## src/rtl/json_number_scanner_assert.svh

```systemverilog
// ----------------------------------------------------------------------------
// JSON number scanner assertion macros
// Concurrent assertion wrappers shared by the scanner RTL; ASSERT_OFF
// removes them.
// ----------------------------------------------------------------------------
`ifndef JSON_NUMBER_SCANNER_ASSERT_SVH
`define JSON_NUMBER_SCANNER_ASSERT_SVH

`ifndef ASSERT_OFF
// Checked on every clock edge outside reset.
`define JNS_ASSERT(label, prop, msg) \
  label: assert property (@(posedge clk_i) disable iff (!rst_ni) (prop)) else $error(msg);
// Checked on every clock edge, reset included.
`define JNS_ASSERT_ALWAYS(label, prop, msg) \
  label: assert property (@(posedge clk_i) (prop)) else $error(msg);
`else
`define JNS_ASSERT(label, prop, msg)
`define JNS_ASSERT_ALWAYS(label, prop, msg)
`endif

`endif

```

## src/rtl/jns_pkg.sv

```systemverilog
// ----------------------------------------------------------------------------
// JSON number scanner package
// Types, constants and helper functions shared by the scanner modules.
// ----------------------------------------------------------------------------
package jns_pkg;

  localparam int SigCntW = 5;
  localparam int IntCntW = 8;
  localparam int ExpAccW = 10;
  localparam int LenW    = 16;
  localparam int ExpOutW = 12;

  localparam logic [SigCntW-1:0] SigDigits = 5'd19;
  localparam logic [IntCntW-1:0] IntDigits = 8'd19;
  localparam logic [IntCntW-1:0] CountMax  = 8'd255;
  localparam logic [ExpAccW-1:0] ExpClamp  = 10'd999;
  localparam logic [LenW-1:0]    LenMax    = 16'hFFFF;

  localparam logic [7:0] CharMinus = 8'h2D;
  localparam logic [7:0] CharPlus  = 8'h2B;
  localparam logic [7:0] CharDot   = 8'h2E;
  localparam logic [7:0] CharUpE   = 8'h45;
  localparam logic [7:0] CharLowE  = 8'h65;
  localparam logic [7:0] CharZero  = 8'h30;
  localparam logic [7:0] CharNine  = 8'h39;

  typedef enum logic [7:0] {
    PH_START = 8'b0000_0001,
    PH_MINUS = 8'b0000_0010,
    PH_INT   = 8'b0000_0100,
    PH_DOT   = 8'b0000_1000,
    PH_FRAC  = 8'b0001_0000,
    PH_E     = 8'b0010_0000,
    PH_ESIGN = 8'b0100_0000,
    PH_EXP   = 8'b1000_0000
  } phase_e;

  typedef enum logic [2:0] {
    ST_INTEGER   = 3'd0,
    ST_DECIMAL   = 3'd1,
    ST_UNEXP_END = 3'd2,
    ST_INVALID   = 3'd3,
    ST_LEAD_ZERO = 3'd4,
    ST_OVERFLOW  = 3'd5
  } status_e;

  typedef struct packed {
    phase_e             phase;
    logic               sign_seen;
    logic [63:0]        sig_accum;
    logic [SigCntW-1:0] sig_count;
    logic [IntCntW-1:0] int_digit_count;
    logic [63:0]        int_accum;
    logic [SigCntW-1:0] frac_taken;
    logic [ExpAccW-1:0] exp_accum;
    logic               exp_minus;
    logic               first_zero;
    logic [LenW-1:0]    char_count;
    logic               result_given;
  } scan_state_t;

  // Request to close the current number and form a result.
  typedef struct packed {
    logic fire;
    logic lead_zero;
    logic at_end;
  } concl_t;

  typedef struct packed {
    status_e                    status;
    logic                       is_negative;
    logic [63:0]                int_value;
    logic [63:0]                significand;
    logic signed [ExpOutW-1:0]  decimal_exponent;
    logic [LenW-1:0]            length_used;
  } result_t;

  localparam scan_state_t ScanReset = '{
    phase:           PH_START,
    sign_seen:       1'b0,
    sig_accum:       64'd0,
    sig_count:       '0,
    int_digit_count: '0,
    int_accum:       64'd0,
    frac_taken:      '0,
    exp_accum:       '0,
    exp_minus:       1'b0,
    first_zero:      1'b0,
    char_count:      '0,
    result_given:    1'b0
  };

  // acc * 10 + digit, wrapping at 64 bits.
  function automatic logic [63:0] mac10(input logic [63:0] acc, input logic [3:0] digit);
    return (acc << 3) + (acc << 1) + {60'd0, digit};
  endfunction

endpackage

```

## src/rtl/jns_in_if.sv

```systemverilog
// ----------------------------------------------------------------------------
// JSON number scanner input channel
// Valid/ready channel carrying one text byte or the end mark per word.
// ----------------------------------------------------------------------------
interface jns_in_if;
  logic       valid;
  logic       ready;
  logic [7:0] text_byte;
  logic       end_mark;

  modport source (output valid, output text_byte, output end_mark, input ready);
  modport sink   (input valid, input text_byte, input end_mark, output ready);
endinterface

```

## src/rtl/jns_out_if.sv

```systemverilog
// ----------------------------------------------------------------------------
// JSON number scanner result channel
// Valid/ready channel carrying one scan result per word.
// ----------------------------------------------------------------------------
interface jns_out_if;
  logic                                  valid;
  logic                                  ready;
  jns_pkg::status_e                      status;
  logic                                  is_negative;
  logic signed [63:0]                    int_value;
  logic [63:0]                           significand;
  logic signed [jns_pkg::ExpOutW-1:0]    decimal_exponent;
  logic [jns_pkg::LenW-1:0]              length_used;

  modport source (output valid, output status, output is_negative, output int_value,
                  output significand, output decimal_exponent, output length_used,
                  input ready);
  modport sink   (input valid, input status, input is_negative, input int_value,
                  input significand, input decimal_exponent, input length_used,
                  output ready);
endinterface

```

## src/rtl/jns_core.sv

```systemverilog
// ----------------------------------------------------------------------------
// JSON number scanner grammar core
// Scan state registers and the per-byte grammar step.
// ----------------------------------------------------------------------------
`include "json_number_scanner_assert.svh"

module jns_core (
  input  logic                 clk_i,
  input  logic                 rst_ni,
  input  logic                 step_i,
  input  logic [7:0]           text_byte_i,
  input  logic                 end_mark_i,
  output jns_pkg::scan_state_t state_o,
  output jns_pkg::concl_t      concl_o
);

  jns_pkg::scan_state_t s_q, s_d;
  jns_pkg::scan_state_t int_step, frac_step, exp_step;
  jns_pkg::concl_t      concl;

  logic                        is_dig;
  logic [3:0]                  digit;
  logic                        is_exp_char;
  logic [jns_pkg::LenW-1:0]    len_inc;
  logic [13:0]                 exp_mac;

  assign is_dig      = (text_byte_i >= jns_pkg::CharZero) && (text_byte_i <= jns_pkg::CharNine);
  assign digit       = is_dig ? text_byte_i[3:0] : 4'd0;
  assign is_exp_char = (text_byte_i == jns_pkg::CharUpE) || (text_byte_i == jns_pkg::CharLowE);
  assign len_inc     = (s_q.char_count != jns_pkg::LenMax) ? s_q.char_count + 1'b1
                                                           : s_q.char_count;
  assign exp_mac     = ({4'd0, s_q.exp_accum} << 3) + ({4'd0, s_q.exp_accum} << 1)
                     + {10'd0, digit};

  // State after an integer digit.
  always_comb begin
    int_step = s_q;
    if (s_q.int_digit_count < jns_pkg::IntDigits) begin
      int_step.int_accum = jns_pkg::mac10(s_q.int_accum, digit);
    end
    if (s_q.int_digit_count < jns_pkg::CountMax) begin
      int_step.int_digit_count = s_q.int_digit_count + 1'b1;
    end
    if (s_q.sig_count < jns_pkg::SigDigits) begin
      int_step.sig_accum = jns_pkg::mac10(s_q.sig_accum, digit);
      int_step.sig_count = s_q.sig_count + 1'b1;
    end
    int_step.char_count = len_inc;
    int_step.phase      = jns_pkg::PH_INT;
  end

  // State after a fraction digit.
  always_comb begin
    frac_step = s_q;
    if (s_q.sig_count < jns_pkg::SigDigits) begin
      frac_step.sig_accum  = jns_pkg::mac10(s_q.sig_accum, digit);
      frac_step.sig_count  = s_q.sig_count + 1'b1;
      frac_step.frac_taken = s_q.frac_taken + 1'b1;
    end
    frac_step.char_count = len_inc;
    frac_step.phase      = jns_pkg::PH_FRAC;
  end

  // State after an exponent digit; the value clamps.
  always_comb begin
    exp_step = s_q;
    exp_step.exp_accum  = (exp_mac > {4'd0, jns_pkg::ExpClamp}) ? jns_pkg::ExpClamp
                                                                 : exp_mac[9:0];
    exp_step.char_count = len_inc;
    exp_step.phase      = jns_pkg::PH_EXP;
  end

  always_comb begin
    s_d   = s_q;
    concl = '0;
    if (step_i) begin
      if (end_mark_i) begin
        concl.fire   = !s_q.result_given;
        concl.at_end = 1'b1;
        s_d          = jns_pkg::ScanReset;
      end else if (!s_q.result_given) begin
        unique case (s_q.phase)
          jns_pkg::PH_START, jns_pkg::PH_MINUS: begin
            if ((s_q.phase == jns_pkg::PH_START) && (text_byte_i == jns_pkg::CharMinus)) begin
              s_d.sign_seen  = 1'b1;
              s_d.char_count = len_inc;
              s_d.phase      = jns_pkg::PH_MINUS;
            end else if (!is_dig) begin
              concl.fire = 1'b1;
            end else begin
              s_d            = int_step;
              s_d.first_zero = (digit == 4'd0);
            end
          end
          jns_pkg::PH_INT: begin
            if (is_dig) begin
              if (s_q.first_zero) begin
                concl.fire      = 1'b1;
                concl.lead_zero = 1'b1;
              end else begin
                s_d = int_step;
              end
            end else if (text_byte_i == jns_pkg::CharDot) begin
              s_d.char_count = len_inc;
              s_d.phase      = jns_pkg::PH_DOT;
            end else if (is_exp_char) begin
              s_d.char_count = len_inc;
              s_d.phase      = jns_pkg::PH_E;
            end else begin
              concl.fire = 1'b1;
            end
          end
          jns_pkg::PH_DOT: begin
            if (is_dig) begin
              s_d = frac_step;
            end else begin
              concl.fire = 1'b1;
            end
          end
          jns_pkg::PH_FRAC: begin
            if (is_dig) begin
              s_d = frac_step;
            end else if (is_exp_char) begin
              s_d.char_count = len_inc;
              s_d.phase      = jns_pkg::PH_E;
            end else begin
              concl.fire = 1'b1;
            end
          end
          jns_pkg::PH_E, jns_pkg::PH_ESIGN: begin
            if ((s_q.phase == jns_pkg::PH_E) &&
                ((text_byte_i == jns_pkg::CharPlus) || (text_byte_i == jns_pkg::CharMinus))) begin
              s_d.exp_minus  = (text_byte_i == jns_pkg::CharMinus);
              s_d.char_count = len_inc;
              s_d.phase      = jns_pkg::PH_ESIGN;
            end else if (is_dig) begin
              s_d = exp_step;
            end else begin
              concl.fire = 1'b1;
            end
          end
          jns_pkg::PH_EXP: begin
            if (is_dig) begin
              s_d = exp_step;
            end else begin
              concl.fire = 1'b1;
            end
          end
          default: begin
            concl.fire = 1'b1;
          end
        endcase
        if (concl.fire) begin
          s_d              = s_q;
          s_d.result_given = 1'b1;
        end
      end
    end
  end

  always_ff @(posedge clk_i or negedge rst_ni) begin
    if (!rst_ni) begin
      s_q <= jns_pkg::ScanReset;
    end else begin
      s_q <= s_d;
    end
  end

  assign state_o = s_q;
  assign concl_o = concl;

  `JNS_ASSERT(a_quiet_after_result, step_i && !end_mark_i && s_q.result_given |-> !concl.fire, "result given twice for one number")
  `JNS_ASSERT(a_end_clears, step_i && end_mark_i |=> s_q.phase == jns_pkg::PH_START && !s_q.result_given && s_q.char_count == '0, "end mark did not return scanner to start")
  `JNS_ASSERT(a_fire_marks, step_i && !end_mark_i && concl.fire |=> s_q.result_given, "result not recorded after firing")
  `JNS_ASSERT_ALWAYS(a_sig_count_bound, s_q.sig_count <= jns_pkg::SigDigits && s_q.frac_taken <= s_q.sig_count, "significand digit count out of range")

endmodule

```

## src/rtl/jns_emit.sv

```systemverilog
// ----------------------------------------------------------------------------
// JSON number scanner result formation
// Turns the scan state at the close of a number into a result word.
// ----------------------------------------------------------------------------
module jns_emit (
  input  jns_pkg::scan_state_t state_i,
  input  jns_pkg::concl_t      concl_i,
  output jns_pkg::result_t     result_o
);

  logic                                 overflow;
  logic [63:0]                          int_neg;
  logic [jns_pkg::IntCntW-1:0]          sig_limit;
  logic [jns_pkg::IntCntW-1:0]          taken;
  logic [jns_pkg::IntCntW-1:0]          excess;
  logic signed [jns_pkg::ExpOutW-1:0]   exp_part;
  logic signed [jns_pkg::ExpOutW-1:0]   exp_total;
  jns_pkg::status_e                     status;

  // Magnitude limit is 2^63 for a negative number and 2^63 - 1 otherwise.
  assign overflow = (state_i.int_digit_count > jns_pkg::IntDigits) ||
                    (state_i.sign_seen ? (state_i.int_accum[63] && |state_i.int_accum[62:0])
                                       : state_i.int_accum[63]);
  assign int_neg  = ~state_i.int_accum + 64'd1;

  // Integer digits beyond the significand width scale the result up.
  assign sig_limit = {{(jns_pkg::IntCntW-jns_pkg::SigCntW){1'b0}}, jns_pkg::SigDigits};
  assign taken     = (state_i.int_digit_count < sig_limit) ? state_i.int_digit_count
                                                           : sig_limit;
  assign excess   = state_i.int_digit_count - taken;
  assign exp_part = state_i.exp_minus ? -$signed({2'b00, state_i.exp_accum})
                                      :  $signed({2'b00, state_i.exp_accum});
  assign exp_total = $signed({4'd0, excess}) - $signed({7'd0, state_i.frac_taken}) + exp_part;

  always_comb begin
    priority if (concl_i.lead_zero) begin
      status = jns_pkg::ST_LEAD_ZERO;
    end else begin
      unique case (state_i.phase)
        jns_pkg::PH_START, jns_pkg::PH_MINUS:
          status = concl_i.at_end ? jns_pkg::ST_UNEXP_END : jns_pkg::ST_INVALID;
        jns_pkg::PH_INT:
          status = overflow ? jns_pkg::ST_OVERFLOW : jns_pkg::ST_INTEGER;
        jns_pkg::PH_FRAC, jns_pkg::PH_EXP:
          status = jns_pkg::ST_DECIMAL;
        default:
          status = jns_pkg::ST_INVALID;
      endcase
    end
  end

  always_comb begin
    result_o                  = '0;
    result_o.status           = status;
    result_o.is_negative      = state_i.sign_seen;
    result_o.length_used      = state_i.char_count;
    if (status == jns_pkg::ST_INTEGER) begin
      result_o.int_value = state_i.sign_seen ? int_neg : state_i.int_accum;
    end
    if (status == jns_pkg::ST_DECIMAL) begin
      result_o.significand      = state_i.sig_accum;
      result_o.decimal_exponent = exp_total;
    end
  end

endmodule

```

## src/rtl/json_number_scanner.sv

```systemverilog
// ----------------------------------------------------------------------------
// JSON number scanner
// Byte-stream checker for the JSON number grammar giving one result per number.
// ----------------------------------------------------------------------------
// The scanner takes one word per cycle on in_i when not stalled, each either a
// text byte or the end mark, and gives at most one word on out_o for each
// number: a checked signed 64-bit integer, a decimal (19-digit significand
// with a power-of-ten exponent) or an error status. A number closes at the
// first byte that cannot continue it or at the end mark; bytes after a result
// are dropped until the end mark, which returns the scanner to its start state.
// A word passes through an input register and then the grammar step, which
// updates the scan state and, when the number closes, loads the result
// register, from which the result is presented on out_o. The sustained rate
// is one word per cycle, since the grammar step is a single pass, and the
// input side stalls only while a result is waiting and the input register
// behind it holds a word.
`include "json_number_scanner_assert.svh"

module json_number_scanner (
  input  logic      clk_i,
  input  logic      rst_ni,
  jns_in_if.sink    in_i,
  jns_out_if.source out_o
);

  // Input register.
  logic       in_valid_q, in_valid_d;
  logic [7:0] in_byte_q;
  logic       in_end_q;

  // Result register.
  logic             out_valid_q, out_valid_d;
  jns_pkg::result_t out_q;

  jns_pkg::scan_state_t state;
  jns_pkg::concl_t      concl;
  jns_pkg::result_t     result;

  logic advance;  // the grammar step may consume the registered word
  logic proc;     // a registered word is consumed this cycle
  logic in_ready;

  assign advance  = !out_valid_q || out_o.ready;
  assign proc     = in_valid_q && advance;
  assign in_ready = !in_valid_q || advance;
  assign in_i.ready = in_ready;

  assign in_valid_d = in_ready ? in_i.valid : in_valid_q;

  always_ff @(posedge clk_i or negedge rst_ni) begin
    if (!rst_ni) begin
      in_valid_q <= 1'b0;
    end else begin
      in_valid_q <= in_valid_d;
    end
  end

  always_ff @(posedge clk_i) begin
    if (in_i.valid && in_ready) begin
      in_byte_q <= in_i.text_byte;
      in_end_q  <= in_i.end_mark;
    end
  end

  jns_core u_core (
    .clk_i       (clk_i),
    .rst_ni      (rst_ni),
    .step_i      (proc),
    .text_byte_i (in_byte_q),
    .end_mark_i  (in_end_q),
    .state_o     (state),
    .concl_o     (concl)
  );

  // The result is formed from the state before the closing word, which is
  // what the length and value must reflect.
  jns_emit u_emit (
    .state_i  (state),
    .concl_i  (concl),
    .result_o (result)
  );

  always_comb begin
    if (proc && concl.fire) begin
      out_valid_d = 1'b1;
    end else if (out_o.ready) begin
      out_valid_d = 1'b0;
    end else begin
      out_valid_d = out_valid_q;
    end
  end

  always_ff @(posedge clk_i or negedge rst_ni) begin
    if (!rst_ni) begin
      out_valid_q <= 1'b0;
    end else begin
      out_valid_q <= out_valid_d;
    end
  end

  always_ff @(posedge clk_i) begin
    if (proc && concl.fire) begin
      out_q <= result;
    end
  end

  assign out_o.valid            = out_valid_q;
  assign out_o.status           = out_q.status;
  assign out_o.is_negative      = out_q.is_negative;
  assign out_o.int_value        = out_q.int_value;
  assign out_o.significand      = out_q.significand;
  assign out_o.decimal_exponent = out_q.decimal_exponent;
  assign out_o.length_used      = out_q.length_used;

  `JNS_ASSERT(a_no_step_on_stall, out_valid_q && !out_o.ready |-> !proc, "word consumed while a result is blocked")
  `JNS_ASSERT(a_result_has_cause, $rose(out_valid_q) |-> $past(proc && concl.fire), "result appeared without a closing word")
  `JNS_ASSERT(a_input_held, in_valid_q && !advance |=> in_valid_q && $stable(in_byte_q) && $stable(in_end_q), "registered word lost during stall")

endmodule
```

## src/flat_wrapper.sv

```systemverilog
// flat-port wrapper written by rule: the top's interface ports become plain ports
module json_number_scanner_flat 
  (clk_i, rst_ni, in_i_valid, in_i_text_byte, in_i_end_mark, in_i_ready, out_o_valid, out_o_status, out_o_is_negative, out_o_int_value, out_o_significand, out_o_decimal_exponent, out_o_length_used, out_o_ready);
  jns_in_if in_i_i ();
  jns_out_if out_o_i ();
  input  logic clk_i;
  input  logic rst_ni;
  input wire logic [$bits(in_i_i.valid)-1:0] in_i_valid;
  input wire logic [$bits(in_i_i.text_byte)-1:0] in_i_text_byte;
  input wire logic [$bits(in_i_i.end_mark)-1:0] in_i_end_mark;
  output wire logic [$bits(in_i_i.ready)-1:0] in_i_ready;
  output wire logic [$bits(out_o_i.valid)-1:0] out_o_valid;
  output wire logic [$bits(out_o_i.status)-1:0] out_o_status;
  output wire logic [$bits(out_o_i.is_negative)-1:0] out_o_is_negative;
  output wire logic [$bits(out_o_i.int_value)-1:0] out_o_int_value;
  output wire logic [$bits(out_o_i.significand)-1:0] out_o_significand;
  output wire logic [$bits(out_o_i.decimal_exponent)-1:0] out_o_decimal_exponent;
  output wire logic [$bits(out_o_i.length_used)-1:0] out_o_length_used;
  input wire logic [$bits(out_o_i.ready)-1:0] out_o_ready;
  assign in_i_i.valid = in_i_valid;
  assign in_i_i.text_byte = in_i_text_byte;
  assign in_i_i.end_mark = in_i_end_mark;
  assign in_i_ready = in_i_i.ready;
  assign out_o_valid = out_o_i.valid;
  assign out_o_status = out_o_i.status;
  assign out_o_is_negative = out_o_i.is_negative;
  assign out_o_int_value = out_o_i.int_value;
  assign out_o_significand = out_o_i.significand;
  assign out_o_decimal_exponent = out_o_i.decimal_exponent;
  assign out_o_length_used = out_o_i.length_used;
  assign out_o_i.ready = out_o_ready;
  json_number_scanner u_core (.clk_i(clk_i), .rst_ni(rst_ni), .in_i(in_i_i), .out_o(out_o_i));
endmodule
```

## config.mk

```make
export PLATFORM = sky130hd
export DESIGN_NAME = json_number_scanner_flat
export DESIGN_NICKNAME = d
export VERILOG_FILES = /design/src/rtl/jns_pkg.sv /design/src/rtl/jns_in_if.sv /design/src/rtl/jns_out_if.sv /design/src/rtl/jns_core.sv /design/src/rtl/jns_emit.sv /design/src/rtl/json_number_scanner.sv /design/src/flat_wrapper.sv
export VERILOG_INCLUDE_DIRS = /design/src /design/src/rtl
export SDC_FILE = /design/constraint.sdc
export NUM_CORES = 1
export LEC_CHECK = 0
export ABC_AREA = 0
export ABC_CLOCK_PERIOD_IN_PS = 33200
export BUFFER_PORTS_ARGS = -buffer_cell sky130_fd_sc_hd__buf_2
export CORE_MARGIN = 2
export CORE_UTILIZATION = 45
export DETAILED_ROUTE_END_ITERATION = 16
export PLACE_DENSITY = 0.66
export RECOVER_POWER = 100
export SETUP_SLACK_MARGIN = 0.3
export SYNTH_ARGS = -nofsm -noshare
export SYNTH_HDL_FRONTEND = slang
export SYNTH_SLANG_ARGS = --single-unit
```

## constraint.sdc

```tcl
create_clock -name clk_i -period 33.2 [get_ports clk_i]
set_input_delay 3.32 -clock clk_i [delete_from_list [all_inputs] [get_ports clk_i]]
set_output_delay 3.32 -clock clk_i [all_outputs]
set_load 0.005 [all_outputs]
```

==> impl_metrics.json <==
{
  "status": "complete, but fails checks",
  "failed_checks": "capacitance limit, slew limit",
  "row_count": 88,
  "place_hpwl_um": 51110,
  "p_sw_uw": 414.9,
  "hold_viol": 0,
  "fin_skew_ns": 0.03728,
  "worst_pin_slew_ns": 8.808,
  "overflow": 0,
  "placed_area_sq_um": 27940,
  "fin_area_sq_um": 29100,
  "reg2reg_from": "u_core.u_core.state_o[183]",
  "combPwrFrac_pct": 20.6,
  "whs_ns": 0.5227,
  "grt_pass1_wl_um": 113500,
  "rrSetupSlack_ns": 23.34,
  "antenna_left": 0,
  "wirelength_um": 69880,
  "ys.flop_type": "dfrtp_1",
  "numCtsBuffers": 42,
  "drtPass1Iterations": 5,
  "start_util_pct": 45.70,
  "report.final.slew_viol_count": 671,
  "cts_resized": 0,
  "worstSetupStartpointType": "input pin",
  "crit_start": "rst_ni",
  "critPathMostFrequentCell": "clkbuf_1",
  "io_pins": 175,
  "synth_seq_cells": 355,
  "leakage_nw": 13.16,
  "synthArstFlopShare_pct": 52.39,
  "maxSlewHeadroom_pct": -487.2,
  "power.internal_uw": 909.0,
  "cts_setup_buffers": 0,
  "clk_pin_slew_ns": 0.06,
  "worstPathCellList": "clkbuf_1, clkbuf_1, clkbuf_1",
  "path_max_fanout": 94,
  "drc": 0,
  "rr_endpoint": "u_core.out_o.decimal_exponent[10]",
  "switching_share_pct": 31.34,
  "mostFrequentLayoutCells": "nand2_1, ha_1, o21ai_0, a21oi_1, nor2_1",
  "ir_drop_uv": 41.10,
  "crit_path_max_incr_delay_ns": 3.78,
  "die_y_um": 246.7,
  "vias": 22470,
  "avgViaCountPerCell": 5.915,
  "synth_nets": 3211,
  "worstSetupPathDepth": 3,
  "clockPowerShare_pct": 34.7,
  "yosysWarnings": 0,
  "cts_tree": "done",
  "cp_num_buf_inv": 3,
  "finalSetupViolCount": 0,
  "clock-sinks": 355,
  "rsz0062_at_grt": "no",
  "synth_cell_types": 88,
  "dieArea_sq_um": 60880,
  "final_common_cell": "nand2_1",
  "syn_area_per_cell_sq_um": 9.131,
  "grt_pass1_vias": 21930,
  "syn_to_final_growth_pct": 9.749,
  "synth_edf_count": 169,
  "post-route-min-period_ns": 11.26,
  "tns_ns": 0,
  "r2r_cells": 8,
  "netlist_area_sq_um": 26520,
  "syn_inst": 2904,
  "fin_nets": 3308,
  "wl_per_cell_um": 18.40,
  "worstPathRequired_ns": 33.27,
  "pwr-share-seq_pct": 44.7,
  "min_period_over_period_pct": 33.92,
  "synth.yosys.seq_area_share_pct": 36.70,
  "grtUsageTotal_pct": 22.71,
  "worstSetupPathType": "input pin to asynchronous set/reset pin",
  "worstSkewPairLatency_ns": 0.58,
  "max_freq_ghz": 0.08880,
  "cpLargestDelayFamily": "buffers and inverters",
  "worstHoldStart": "u_core.u_core.state_o[2]",
  "end_kind": "asynchronous set/reset pin",
  "min_path_type": "register to register",
  "drive_gt1_share_pct": 6.460,
  "cap_violations": 9,
  "antennaDiodeCount": 0,
  "clockBufferDepth": 3,
  "crit_end": "u_core.u_core.state_o[175]",
  "cts.root.buffer_cell": "clkbuf_16",
  "power_density_nw_per_um2": 45.50,
  "drtIter0Drc": 1525,
  "core-area_sq_um": 58030,
  "slowest_stage": "clkbuf_1",
  "hold_buffers": 0,
  "place.gp.congestion": 0.9063,
  "antenna_found_initial": 0,
  "htreeDepth": 2,
  "grt_max_degree": 161,
  "fp.dieW_um": 246.7,
  "numPortBuffers": 174,
  "arrival_ns": 11.34
}
-- cells in the mapped netlist (84+ instances only) --
cell type    n  area (sq um)
ha_1       288          3603
xor2_1     139          1217
o21ai_0    135         675.7
a21oi_1    216          1081
dfrtp_1    185          4629
nor2_1     214         803.3
o21ai_1    106         530.5
edfxtp_1   169          5075
clkbuf_1   112         420.4
a21o_1     107         803.3
nand2_1    311          1167
xnor2_1     84         735.7
-- state kept, by name (all words and copies together), names as in the netlist --
signal,cells
u_core.in_valid_q,1
u_core.out_o.length_used,16
u_core.out_o.status,3
u_core.out_o.decimal_exponent,12
u_core.u_core.state_o,184
u_core.out_o.is_negative,1
u_core.in_end_q,1
u_core.out_o.int_value,64
u_core.in_byte_q,8
u_core.out_o.significand,64
u_core.out_o.valid,1
-- through the flow --
| step | setup slack [ns] | std cells | utilization, % | power, mW |
|---|---|---|---|---|
| finish | 21.94 | 3799 | 50.15 | 1.324 |
| global route | 20.23 | 3799 | 50.15 | 1.392 |
| CTS | 26.10 | 3799 | 50.48 | 1.331 |
| detailed placement | 26.11 | 3722 | 48.15 | 0.8659 |
| global placement | 26.13 | 3722 | 48.15 | 0.8567 |
| floorplan | 17.64 | 2904 | - | 0.7738 |
-- kinds of logic (layout without fill, tap and decap cells) --
family                     Yosys count  in the layout  synth area share, %
AOI/OAI and AO/OA                  875            875                21.24
xor gates and xnor gates           223            223                7.366
adders and majority gates          294            294                14.04
buffers and inverters              210            340                3.199
DFF                                355            355                36.70
muxes                               12             12               0.4577
and+or+nand+nor                    935            935                17.00
-- metal layers --
layer	track usage, %	up-vias	share of wire, %
met5	0	-	0
met4	7.123	0	2.7
met3	2.496	110	4.2
met2	38.38	577	47
met1	30.46	10900	46
li1	-	10890	-
-- area by class of cell --
cell class	instances	area [sq um]
clock buffers	47	1101
well taps	765	957.2
multi-input cells	2339	15950
fillers	5496	28930
flip-flops and latches	355	9732
clock inverters	30	254.0
repair buffers	191	840.8
inverters	72	270.3
-- power groups by stage --
stage          Sequential [mW]  Combinational [mW]  Clock, mW
2_1_floorplan            0.595               0.179          0
3_3_place_gp             0.581               0.276          0
3_5_place_dp             0.581               0.285          0
4_1_cts                  0.574               0.287      0.470
5_1_grt                  0.601               0.305      0.487
6_report                 0.592               0.273      0.459
-- how the worst min path moves through the flow --
| stage | endpoint | slack [ns] | depth (start not counted) |
|---|---|---|---|
| after floorplan | u_core.out_o.length_used[10] | 0.42 | 0 |
| after global placement | u_core.u_core.state_o[33] | 0.48 | 1 |
| after detailed placement | u_core.u_core.state_o[33] | 0.51 | 1 |
| after CTS | u_core.u_core.state_o[33] | 0.52 | 1 |
| after global routing | u_core.out_o.length_used[1] | 0.55 | 0 |
| final | u_core.out_o.length_used[1] | 0.52 | 0 |
No activity file was read; power rests on OpenSTA's default activity.
